$ cat src/tsd_pkg.sv
`default_nettype none

package tsd_pkg;

  // field widths
  localparam int FlagWidth     = 16;
  localparam int RssiWidth     = 9;
  localparam int TailWidth     = 8;
  localparam int SilenceWidth  = 11;
  localparam int PowerWidth    = 7;
  localparam int CfgIndexWidth = 3;
  localparam int CfgDataWidth  = 11;

  // tone status word bit positions
  localparam int BitCtc1 = 10;
  localparam int BitCtc2 = 11;
  localparam int BitDcsn = 14;
  localparam int BitDcsi = 15;

  // signal bar scaling: (rssi - 72) * 100 / 258 as (x * 812850) >> 21
  localparam logic [RssiWidth-1:0] RssiLow  = 9'd72;
  localparam logic [RssiWidth-1:0] RssiHigh = 9'd330;
  localparam logic [RssiWidth-1:0] RssiSpan = 9'd258;
  localparam int                   RecipWidth = 20;
  localparam logic [RecipWidth-1:0] BarRecip = 20'd812850;
  localparam int                   BarShift = 21;
  localparam int                   ProdWidth = RssiWidth + RecipWidth;

  // register reset values
  localparam logic [TailWidth-1:0]    TailReset    = 8'd10;
  localparam logic [SilenceWidth-1:0] SilenceReset = 11'd1000;

  // register indexes
  localparam logic [CfgIndexWidth-1:0] REG_CODE_TYPE     = 3'd0;
  localparam logic [CfgIndexWidth-1:0] REG_MUTE_ENABLED  = 3'd1;
  localparam logic [CfgIndexWidth-1:0] REG_MONITOR_MODE  = 3'd2;
  localparam logic [CfgIndexWidth-1:0] REG_NON_FM        = 3'd3;
  localparam logic [CfgIndexWidth-1:0] REG_TAIL_LIMIT    = 3'd4;
  localparam logic [CfgIndexWidth-1:0] REG_SILENCE_LIMIT = 3'd5;

  typedef enum logic [1:0] {
    CODE_OFF   = 2'd0,
    CODE_CTCSS = 2'd1,
    CODE_DCS_N = 2'd2,
    CODE_DCS_I = 2'd3
  } code_type_t;

  typedef enum logic [1:0] {
    TONE_NONE = 2'd0,
    TONE_GOT  = 2'd1,
    TONE_TAIL = 2'd2
  } tone_t;

  typedef enum logic [2:0] {
    ACT_NONE        = 3'd0,
    ACT_METER       = 3'd1,
    ACT_END_RX      = 3'd2,
    ACT_END_AUDIO   = 3'd3,
    ACT_START_AUDIO = 3'd4,
    ACT_START_RX    = 3'd5
  } action_t;

  // configuration shared by the decision logic
  typedef struct packed {
    code_type_t                code_type;
    logic                      mute_enabled;
    logic                      monitor_mode;
    logic                      non_fm_modulation;
    logic [TailWidth-1:0]      tail_limit;
    logic [SilenceWidth-1:0]   silence_limit;
  } cfg_t;

endpackage

`default_nettype wire

$ cat src/tsd_tone.sv
`default_nettype none

module tsd_tone
  import tsd_pkg::*;
(
  input  wire cfg_t                 cfg,
  input  wire logic [FlagWidth-1:0] tone_flags,
  output tone_t                     tone
);

  logic code_off_open;

  assign code_off_open = (cfg.code_type == CODE_OFF) && !cfg.mute_enabled;

  // fixed priority: monitor, ctc2, ctc1, dcs-n, dcs-i, code off
  always_comb begin
    tone = TONE_NONE;
    if (cfg.monitor_mode) begin
      tone = TONE_GOT;
    end else if (tone_flags[BitCtc2]) begin
      tone = TONE_TAIL;
    end else if (tone_flags[BitCtc1] && (cfg.code_type == CODE_CTCSS)) begin
      tone = TONE_GOT;
    end else if (tone_flags[BitCtc1] && ((cfg.code_type == CODE_DCS_N) ||
                 (cfg.code_type == CODE_DCS_I) || cfg.mute_enabled)) begin
      tone = TONE_TAIL;
    end else if (tone_flags[BitDcsn] && ((cfg.code_type == CODE_DCS_I) ||
                 cfg.mute_enabled)) begin
      tone = TONE_GOT;
    end else if (tone_flags[BitDcsi] && (cfg.code_type == CODE_DCS_N)) begin
      tone = TONE_GOT;
    end else if (code_off_open) begin
      tone = TONE_GOT;
    end
  end

endmodule

`default_nettype wire

$ cat src/tsd_bar.sv
`default_nettype none

module tsd_bar
  import tsd_pkg::*;
(
  input  wire logic [RssiWidth-1:0]  rssi_raw,
  output logic      [PowerWidth-1:0] power_level
);

  logic [RssiWidth-1:0] offset;
  logic [ProdWidth-1:0] prod;

  // clamp to the bar window and move to zero base
  always_comb begin
    if (rssi_raw < RssiLow) begin
      offset = '0;
    end else if (rssi_raw > RssiHigh) begin
      offset = RssiSpan;
    end else begin
      offset = rssi_raw - RssiLow;
    end
  end

  // divide by the span through a reciprocal, exact over the clamped range
  assign prod        = {{RecipWidth{1'b0}}, offset} * {{RssiWidth{1'b0}}, BarRecip};
  assign power_level = prod[BarShift +: PowerWidth];

endmodule

`default_nettype wire

$ cat src/tsd_track.sv
`default_nettype none

module tsd_track
  import tsd_pkg::*;
(
  input  wire logic clk,
  input  wire logic rst,
  input  wire logic enable,
  input  wire logic incoming,
  input  wire logic audio_active,
  input  wire logic meter_due,
  input  wire tone_t tone,
  input  wire cfg_t cfg,
  output action_t   action
);

  logic [TailWidth-1:0]    tail_count;
  logic [SilenceWidth-1:0] silence_count;
  logic [TailWidth-1:0]    tail_next;
  logic [SilenceWidth-1:0] silence_inc;
  logic [SilenceWidth-1:0] silence_next;
  logic                    in_limits;

  // saturating tail and silence counts
  always_comb begin
    if (tone == TONE_TAIL) begin
      tail_next = (tail_count == '1) ? tail_count : tail_count + 1'b1;
    end else begin
      tail_next = '0;
    end
    if ((tone == TONE_NONE) && (silence_count != '1)) begin
      silence_inc = silence_count + 1'b1;
    end else begin
      silence_inc = silence_count;
    end
    in_limits    = (tail_next <= cfg.tail_limit) && (silence_inc <= cfg.silence_limit);
    silence_next = in_limits ? '0 : silence_inc;
  end

  // action select
  always_comb begin
    action = ACT_NONE;
    if (!incoming) begin
      if (in_limits) begin
        if (meter_due && !audio_active) begin
          action = ACT_METER;
        end
      end else begin
        action = audio_active ? ACT_END_AUDIO : ACT_END_RX;
      end
    end else if (audio_active) begin
      action = ACT_START_AUDIO;
    end else if (((cfg.code_type == CODE_OFF) && !cfg.mute_enabled) ||
                 cfg.non_fm_modulation || (tone == TONE_GOT)) begin
      action = ACT_START_RX;
    end
  end

  // counters move only for receive-mode beats
  always_ff @(posedge clk) begin
    if (rst) begin
      tail_count    <= '0;
      silence_count <= '0;
    end else if (enable && !incoming) begin
      tail_count    <= tail_next;
      silence_count <= silence_next;
    end
  end

endmodule

`default_nettype wire

$ cat src/tone_squelch_decider.sv
// an accepted input beat is held in the input register, then m_tvalid rises as it enters the result register
// throughput: one beat per cycle while m_tready does not stall the result register
// s_tready stays high while the result register drains or is free
// reset (rst, synchronous, active high): clears both valid flags and the
// tail/silence counts, and loads every configuration register with its default value
`default_nettype none

module tone_squelch_decider
  import tsd_pkg::*;
(
  input  wire logic                     clk,
  input  wire logic                     rst,
  // configuration write port
  input  wire logic                     cfg_we,
  input  wire logic [CfgIndexWidth-1:0] cfg_index,
  input  wire logic [CfgDataWidth-1:0]  cfg_data,
  // input stream
  input  wire logic                     s_tvalid,
  output logic                          s_tready,
  // s_tdata: tone_flags[15:0], rssi_raw[24:16], incoming[25],
  // audio_active[26], meter_due[27], zero[31:28]
  input  wire logic [31:0]              s_tdata,
  // result stream
  output logic                          m_tvalid,
  input  wire logic                     m_tready,
  // m_tdata: tone_state[1:0], action[4:2], power_level[11:5], zero[15:12]
  output logic [15:0]                   m_tdata
);

  cfg_t                   cfg;
  logic                   in_valid;
  logic [FlagWidth-1:0]   in_flags;
  logic [RssiWidth-1:0]   in_rssi;
  logic                   in_incoming;
  logic                   in_audio;
  logic                   in_due;
  logic                   advance;
  tone_t                  tone;
  action_t                action;
  logic [PowerWidth-1:0]  bar_level;
  logic [PowerWidth-1:0]  power_next;
  tone_t                  out_tone;
  action_t                out_action;
  logic [PowerWidth-1:0]  out_power;

  // configuration registers
  always_ff @(posedge clk) begin
    if (rst) begin
      cfg.code_type         <= CODE_OFF;
      cfg.mute_enabled      <= 1'b0;
      cfg.monitor_mode      <= 1'b0;
      cfg.non_fm_modulation <= 1'b0;
      cfg.tail_limit        <= TailReset;
      cfg.silence_limit     <= SilenceReset;
    end else if (cfg_we) begin
      case (cfg_index)
        REG_CODE_TYPE:     cfg.code_type         <= code_type_t'(cfg_data[1:0]);
        REG_MUTE_ENABLED:  cfg.mute_enabled      <= cfg_data[0];
        REG_MONITOR_MODE:  cfg.monitor_mode      <= cfg_data[0];
        REG_NON_FM:        cfg.non_fm_modulation <= cfg_data[0];
        REG_TAIL_LIMIT:    cfg.tail_limit        <= cfg_data[TailWidth-1:0];
        REG_SILENCE_LIMIT: cfg.silence_limit     <= cfg_data[SilenceWidth-1:0];
        default: begin
        end
      endcase
    end
  end

  // handshake: the input stage moves on when the result register can take it
  assign advance  = in_valid && (!m_tvalid || m_tready);
  assign s_tready = !in_valid || advance;

  // input register
  always_ff @(posedge clk) begin
    if (rst) begin
      in_valid <= 1'b0;
    end else if (s_tready) begin
      in_valid <= s_tvalid;
    end
  end

  always_ff @(posedge clk) begin
    if (s_tvalid && s_tready) begin
      in_flags    <= s_tdata[15:0];
      in_rssi     <= s_tdata[24:16];
      in_incoming <= s_tdata[25];
      in_audio    <= s_tdata[26];
      in_due      <= s_tdata[27];
    end
  end

  // decision logic
  tsd_tone u_tone (
    .cfg        (cfg),
    .tone_flags (in_flags),
    .tone       (tone)
  );

  tsd_track u_track (
    .clk          (clk),
    .rst          (rst),
    .enable       (advance),
    .incoming     (in_incoming),
    .audio_active (in_audio),
    .meter_due    (in_due),
    .tone         (tone),
    .cfg          (cfg),
    .action       (action)
  );

  tsd_bar u_bar (
    .rssi_raw    (in_rssi),
    .power_level (bar_level)
  );

  assign power_next = (action == ACT_METER) ? bar_level : '0;

  // result register
  always_ff @(posedge clk) begin
    if (rst) begin
      m_tvalid <= 1'b0;
    end else if (advance) begin
      m_tvalid <= 1'b1;
    end else if (m_tready) begin
      m_tvalid <= 1'b0;
    end
  end

  always_ff @(posedge clk) begin
    if (advance) begin
      out_tone   <= tone;
      out_action <= action;
      out_power  <= power_next;
    end
  end

  assign m_tdata = {4'b0000, out_power, out_action, out_tone};

endmodule

`default_nettype wire

$ cat config.mk
export PLATFORM = sky130hd
export DESIGN_NAME = tone_squelch_decider
export DESIGN_NICKNAME = d
export VERILOG_FILES = /design/src/tsd_pkg.sv /design/src/tsd_tone.sv /design/src/tsd_bar.sv /design/src/tsd_track.sv /design/src/tone_squelch_decider.sv
export SDC_FILE = /design/constraint.sdc
export NUM_CORES = 1
export LEC_CHECK = 0
export BUFFER_PORTS_ARGS = -buffer_cell sky130_fd_sc_hd__buf_2
export CAP_MARGIN = 20
export CORE_UTILIZATION = 50
export CTS_CLUSTER_SIZE = 10
export DETAILED_ROUTE_END_ITERATION = 6
export MAX_ROUTING_LAYER = met4
export PLACE_DENSITY = 0.7
export RECOVER_POWER = 50
export SLEW_MARGIN = 10
export SYNTH_ARGS = -nofsm -noshare
export SYNTH_HDL_FRONTEND = slang
export SYNTH_SLANG_ARGS = --single-unit
$ cat constraint.sdc
create_clock -name clk -period 7.7 [get_ports clk]
set_clock_uncertainty 0.1 [all_clocks]
set_input_delay 1.155 -clock clk [delete_from_list [all_inputs] [get_ports clk]]
set_output_delay 1.155 -clock clk [all_outputs]
set_load 0.05 [all_outputs]
==> reports/metrics.csv, run 1 <==
metric,value,unit
max-slew violation count,42,
# IOs,69,
total wire length,13310,um
Hold Crit Depth,2,
failing checks,"max-capacitance violations, max-slew violations",
top-area cell type share of the netlist area,0.1673,
Initial Utilization,0.5147,
Setup Buffers After CTS,0,
register area,1742,um2
Synth top cells by count,"inv_1 (105), ha_1 (83), nand2_1 (69)",
largest cells by area after synthesis,"ha_1 (17%), dfxtp_1 (15%), edfxtp_1 (14%)",
Final Core Density,0.5749,
CP dominant cell by count,inv_1,
P&R area growth vs syn,11.69,%
die width,113.4,um
R2R cell count,23,
clock tree sinks,73,
crit share post-route,0.8318,
Via density,5.392,
Final Hold Slack,0.3567,ns
HP Class,reg2reg,
Post-Syn Area,6208,um2
final net count,902,
f_max,156.1,MHz
Routed WL per cell,14.74,um
total iterations of the first detailed-routing run,4,
Fillers,1078,
reg-to-reg endpoint,out_power[6],
antenna diode count,0,
Post-route DRC,0,
Tmin final,6.405,ns
Inst Count DP,887,
Critical Path Start,in_rssi[7],
initial antenna violation count,0,
placed inst area,6614,um2
Total GRT Usage,0.2326,
"count leader, synth",inv_1,
Max-slew headroom,-0.1295,
PostCTS Resize Cnt,0,
top_reg_cell synth,dfxtp_1,
Total Power,1.698,mW
Core Box Area,12060,um2
Worst Slack Setup Final,1.295,ns
gpl congestion,0.8704,
die area,12870,um2
root buffer cell,clkbuf_16,
worst-margin pin slew,1.694,ns
slowest cell on the critical path,fa_1,
DP Worst Slack,1.323,ns
layout cells sized above 1,0.09660,
synthesis warning total,0,
reg-to-reg startpoint,in_rssi[7],
Initial DRC Count,275,
Hold Path End,cfg[4],
CTS buffer count,9,
"FFs w/ async S/R, synth",0,
CTS max path bufs,2,
worst stage delay on the critical path,0.50,ns
Clock Pin Slew Worst Setup and Hold Paths,0.06,ns
Yosys top cell by area,ha_1,
Synth Instances,682,
Post-synth EDFFs,28,
setup tns final,0,ns
Hold Fails Final Rpt,0,
number of global-route vias before repair,4845,
PwrDens,244.9,nW/um2
number of max-cap violations,1,
dpl hpwl,10710,um
worst vdd ir,0.0001922,V
CP Class,reg2reg,
worst path cell trace,or3_1 > o221ai_1 > a21oi_1 > nor2b_1 > and2_1 > inv_1 > fa_1 > inv_1 > ha_1 > or2_2 > fa_1 > inv_1 > fa_1 > inv_1 > ha_1 > a21oi_1 > o21ai_1 > a2111oi_0 > buf_4 > nor3_1 > or4_1 > xnor2_1 > nor2_1,
DR vias,4869,
Critical Path Start Type,flip-flop,
RSZ-0062 raised after global routing,false,
Unique masters post-synth,61,
ANT nets after route,0,
Avg Synthesized Cell Area,9.103,um2
leakage,3.241,nW
Critical Path RT,7.68,ns
hold_sp,cfg[4],
worst-path fanout max,7,
pin count of the biggest net entering global routing,42,
Skew-Pair Late Insertion Delay,0.34,ns
Critical Path End Type,flip-flop,
GRT overflow,0,
Die Span Y,113.4,um
Site Rows,40,
fin cells,903,
Multi-input gate area,3989,um2
register area share after synthesis,0.2805,
Synth Register Bits,73,
Final setup viols,0,
first-pass GRT wire length,22600,um
CTS tree,built,
PortBufs,48,
status,"finished, violations left",
"Data arrival, critical path",6.39,ns
htree depth,3,
"Design Area, Final",6934,um2
Reg2Reg Setup Slack,1.29,ns
Post-CTS Hold Fix Bufs,0,
==> per-layer routing <==
| metal | up-vias | track usage | wire (um) | part of all wire |
|---|---|---|---|---|
| met5 | - | - | 0 | 0 |
| met2 | 122 | 0.3693 | 6080 | 0.46 |
| met4 | 0 | 0.05614 | 112 | 0.0084 |
| met3 | 9 | 0.04570 | 572 | 0.043 |
| met1 | 2311 | 0.3071 | 6540 | 0.49 |
| li1 | 2427 | - | - | - |
==> critical path: cells and delay by family (launching register included) <==
| kind | cells | cell delay [ns] |
|---|---|---|
| XOR/XNOR | 1 | 0.17 |
| AND/OR/NAND/NOR | 7 | 1.80 |
| flip-flops | 1 | 0.47 |
| adder cells (fa/ha/maj) | 5 | 1.96 |
| buffers and inverters | 5 | 0.43 |
| AO/OA/AOI/OAI | 5 | 1.19 |
==> final cells by class <==
class / instances / area share
clock buffer: 9 / 0.03248
clock inverter: 7 / 0.01714
inverter: 106 / 0.05738
multi-input combinational: 488 / 0.5752
sequential: 73 / 0.2512
tap: 168 / 0.03031
timing repair buffer: 52 / 0.03627
==> worst max-delay path by stage <==
stage / slack, ns / to / depth (start not counted)
floorplan: 1.54 / out_power[6] / 19
global placement: 1.37 / out_power[6] / 24
detailed placement: 1.32 / out_power[6] / 23
CTS: 1.31 / out_power[6] / 23
global route: 0.93 / out_power[6] / 23
finish: 1.29 / out_power[6] / 23
==> logic make-up after synthesis <==
logic type / synth area share
buffers and inverters: 0.07799
adder cells (fa/ha/maj): 0.2898
multiplexers: 0.01874
AO/OA/AOI/OAI: 0.1286
AND/OR/NAND/NOR: 0.1713
XOR/XNOR: 0.03245
other: 0.0006040
flip-flops: 0.2805
==> state kept, by name, indices dropped and copies added, names as in the netlist, 2 cells and up <==
register               cells
cfg                       24
u_track.silence_count     11
in_rssi                    9
u_track.tail_count         8
out_power                  7
in_flags                   4
out_action                 3
out_tone                   2
==> layout by cell type, fill, tap and decap left out, drive strengths merged, types with 6 or more instances in the layout <==
cell type	netlist	final
a21o	10	10
o21ai	16	16
buf	5	39
ha	83	83
mux2i	9	9
edfxtp	28	28
and3	11	11
xor2	10	10
nor3	6	6
nand2	70	70
clkbuf	13	22
nor2	37	37
a211o	6	6
dfxtp	45	45
or2	8	8
xnor2	13	13
nand3b	9	9
nand3	15	15
nand4	9	9
fa	38	38
inv	106	106
nor2b	8	8
o21a	8	8
a21oi	47	47
==> power by group <==
group	internal (mW)	total (mW)	switching [mW]
clock network	0.316	0.481	0.165
logic	0.319	0.792	0.473
registers	0.417	0.426	0.00852
(Power assumes the default switching activity.)
==> inputs of run 2 (changes only) <==
Settings changed: ABC_AREA set to 1, PLACE_DENSITY 0.7 to 0.72.
Clock period 7.7 ns to 5.8 ns, I/O delays scaled along.
==> run 2 against run 1 <==
  * The run now ends clean
  * First-iteration DRC count grew 16%
  * Cell count rose by 19%
  * Sequential power increased by 34%
  * Critical endpoint is now out_power[4]
  * Non-clock buffer count is 2 lower
==> reports/metrics.csv, run 2 <==
metric,value,unit
status,completed,
Inst Count DP,1062,
reg-to-reg endpoint,out_power[4],
worst-path fanout max,4,
total iterations of the first detailed-routing run,6,
Post-route DRC,0,
Hold Crit Depth,2,
synthesis warning total,0,
Critical Path End Type,flip-flop,
Reg with most FFs,cfg,
root buffer cell,clkbuf_16,
first-pass GRT wire length,24250,um
Critical Path Start Type,flip-flop,
"commonest non-fill, non-tap cell in the layout",inv_1,
Clock Pin Slew Worst Setup and Hold Paths,0.06,ns
# IOs,69,
Yosys top cell by area,ha_1,
Synth Instances,852,
hold_sp,cfg[19],
Avg Synthesized Cell Area,7.773,um2
Hold Path End,cfg[19],
Synth top cells by count,"inv_1 (186), nand2_1 (139), ha_1 (83)",
slowest cell on the critical path,fa_1,
Initial DRC Count,320,
reg-to-reg startpoint,in_rssi[3],
most frequent cells in the layout,"inv_1 (186), nand2_1 (139), ha_1 (83)",
Final Hold Slack,0.3537,ns
P&R area growth vs syn,9.843,%
Final setup viols,0,
DR vias,5365,
top-area cell type share of the netlist area,0.1568,
largest cells by area after synthesis,"ha_1 (16%), dfxtp_1 (14%), edfxtp_1 (13%)",
top flop regs,"cfg x24, u_track.silence_count x11, in_rssi x9",
Hold Fails Final Rpt,0,
crit share post-route,0.9321,
initial antenna violation count,0,
Tmin final,5.406,ns
f_max,185.0,MHz
RSZ-0062 raised after global routing,true,
Initial Utilization,0.5185,
ANT nets after route,0,
layout cells sized above 1,0.1015,
worst-margin pin slew,1.004,ns
setup tns final,0,ns
worst stage delay on the critical path,0.52,ns
CP Class,reg2reg,
family with the most delay on the worst path,adder cells,
"FFs w/ async S/R, synth",0,
CP bufs+invs,6,
"count leader, synth",inv_1,
Site Rows,41,
Synth Register Bits,73,
Final Core Density,0.5695,
total wire length,14160,um
Post-Syn Area,6623,um2
top_reg_cell synth,dfxtp_1,
htree depth,3,
dpl hpwl,11510,um
CTS max path bufs,2,
Max-slew headroom,0.3304,
Skew-Pair Late Insertion Delay,0.34,ns
fin cells,1078,
CTS buffer count,9,
max-slew violation count,0,
antenna diode count,0,
number of max-cap violations,0,
Die Span Y,117.1,um
Total GRT Usage,0.2387,
die width,117.1,um
worst vdd ir,0.0002320,V
register area share after synthesis,0.2630,
Core Box Area,12770,um2
number of global-route vias before repair,5110,
PortBufs,48,
Reg2Reg Setup Slack,0.39,ns
clock tree sinks,73,
DP Worst Slack,0.3157,ns
CP dominant cell by count,inv_1,
Setup Buffers After CTS,0,
Critical Path Start,in_rssi[3],
Via density,4.977,
Critical Path RT,5.78,ns
Post-synth EDFFs,28,
Worst Slack Setup Final,0.3939,ns
max FFs per register,24,
"Data arrival, critical path",5.39,ns
pin count of the biggest net entering global routing,30,
R2R cell count,25,
leakage,3.574,nW
Routed WL per cell,13.14,um
CTS tree,built,
GRT overflow,0,
Unique masters post-synth,47,
gpl congestion,0.8887,
HP Class,reg2reg,
die area,13710,um2
final net count,1073,
PwrDens,334.5,nW/um2
## run 2: cell types whose count changed in the layout (fill, tap and decap cells not counted), moves of 9 or more
cell     change
nand2_1     +70
a21oi_1     +19
and3_1      -10
o21ai_0     +27
nor2_1      +30
mux2i_1      -9
nand3_1     +13
inv_1       +80
xnor2_1     -11
## run 2: timing repair
item	4_1_cts	5_1_grt
hold buffers	0	0
resized for setup	0	2
setup endpoints to repair	0	2
## run 2: how the worst max path moves through the flow
stage	cells after the start	slack [ns]	end
after global routing	25	-0.003	out_power[4]
after floorplan	25	0.94	out_power[4]
after detailed placement	25	0.32	out_power[4]
after CTS	25	0.30	out_power[4]
final	25	0.39	out_power[4]
after global placement	25	0.44	out_power[4]
## run 2: cell type report
cell class,count,area (um2)
clock inverters,3,21.27
flip-flops and latches,73,1742
repair buffers,50,236.5
inverters,194,735.7
well taps,172,215.2
fillers,1238,5499
multi-input cells,573,4053
clock buffers,13,271.5
## run 2: through the flow
step	power (mW)	area, um2
after floorplan	1.591	6634
after global placement	1.864	7009
after detailed placement	1.881	7009
after CTS	2.447	7302
after global routing	2.678	7274
final	2.433	7274
## run 2: kinds of logic (layout without fill, tap and decap cells)
family,after synthesis,in the layout,synth area share
other,1,4,0.0005662
XOR/XNOR,13,13,0.01719
flip-flops,73,73,0.2630
buffers and inverters,209,260,0.1254
AND/OR/NAND/NOR,280,280,0.1814
AO/OA/AOI/OAI,155,155,0.1408
adder cells (fa/ha/maj),121,121,0.2717
## run 2: report_power, final
| group | switching (mW) | internal (mW) |
|---|---|---|
| logic | 0.851 | 0.462 |
| registers | 0.0108 | 0.558 |
| clock network | 0.222 | 0.329 |
| total | 1.08 | 1.35 |
## run 2: metal layers
| metal | global-route usage | up-vias | share of wire | wire, um |
|---|---|---|---|---|
| met5 | - | - | 0 | 0 |
| met4 | 0.07426 | 0 | 0.019 | 266 |
| met3 | 0.04171 | 20 | 0.043 | 605 |
| met2 | 0.3637 | 92 | 0.44 | 6276 |
| met1 | 0.3238 | 2429 | 0.50 | 7014 |
| li1 | - | 2824 | - | - |
## run 2: worst min-delay path: cells and delay by family, from the launching register on
family / cells / cell delay [ns]
compound gates: 1 / 0.05
buf+inv: 1 / 0.06
flops: 1 / 0.29
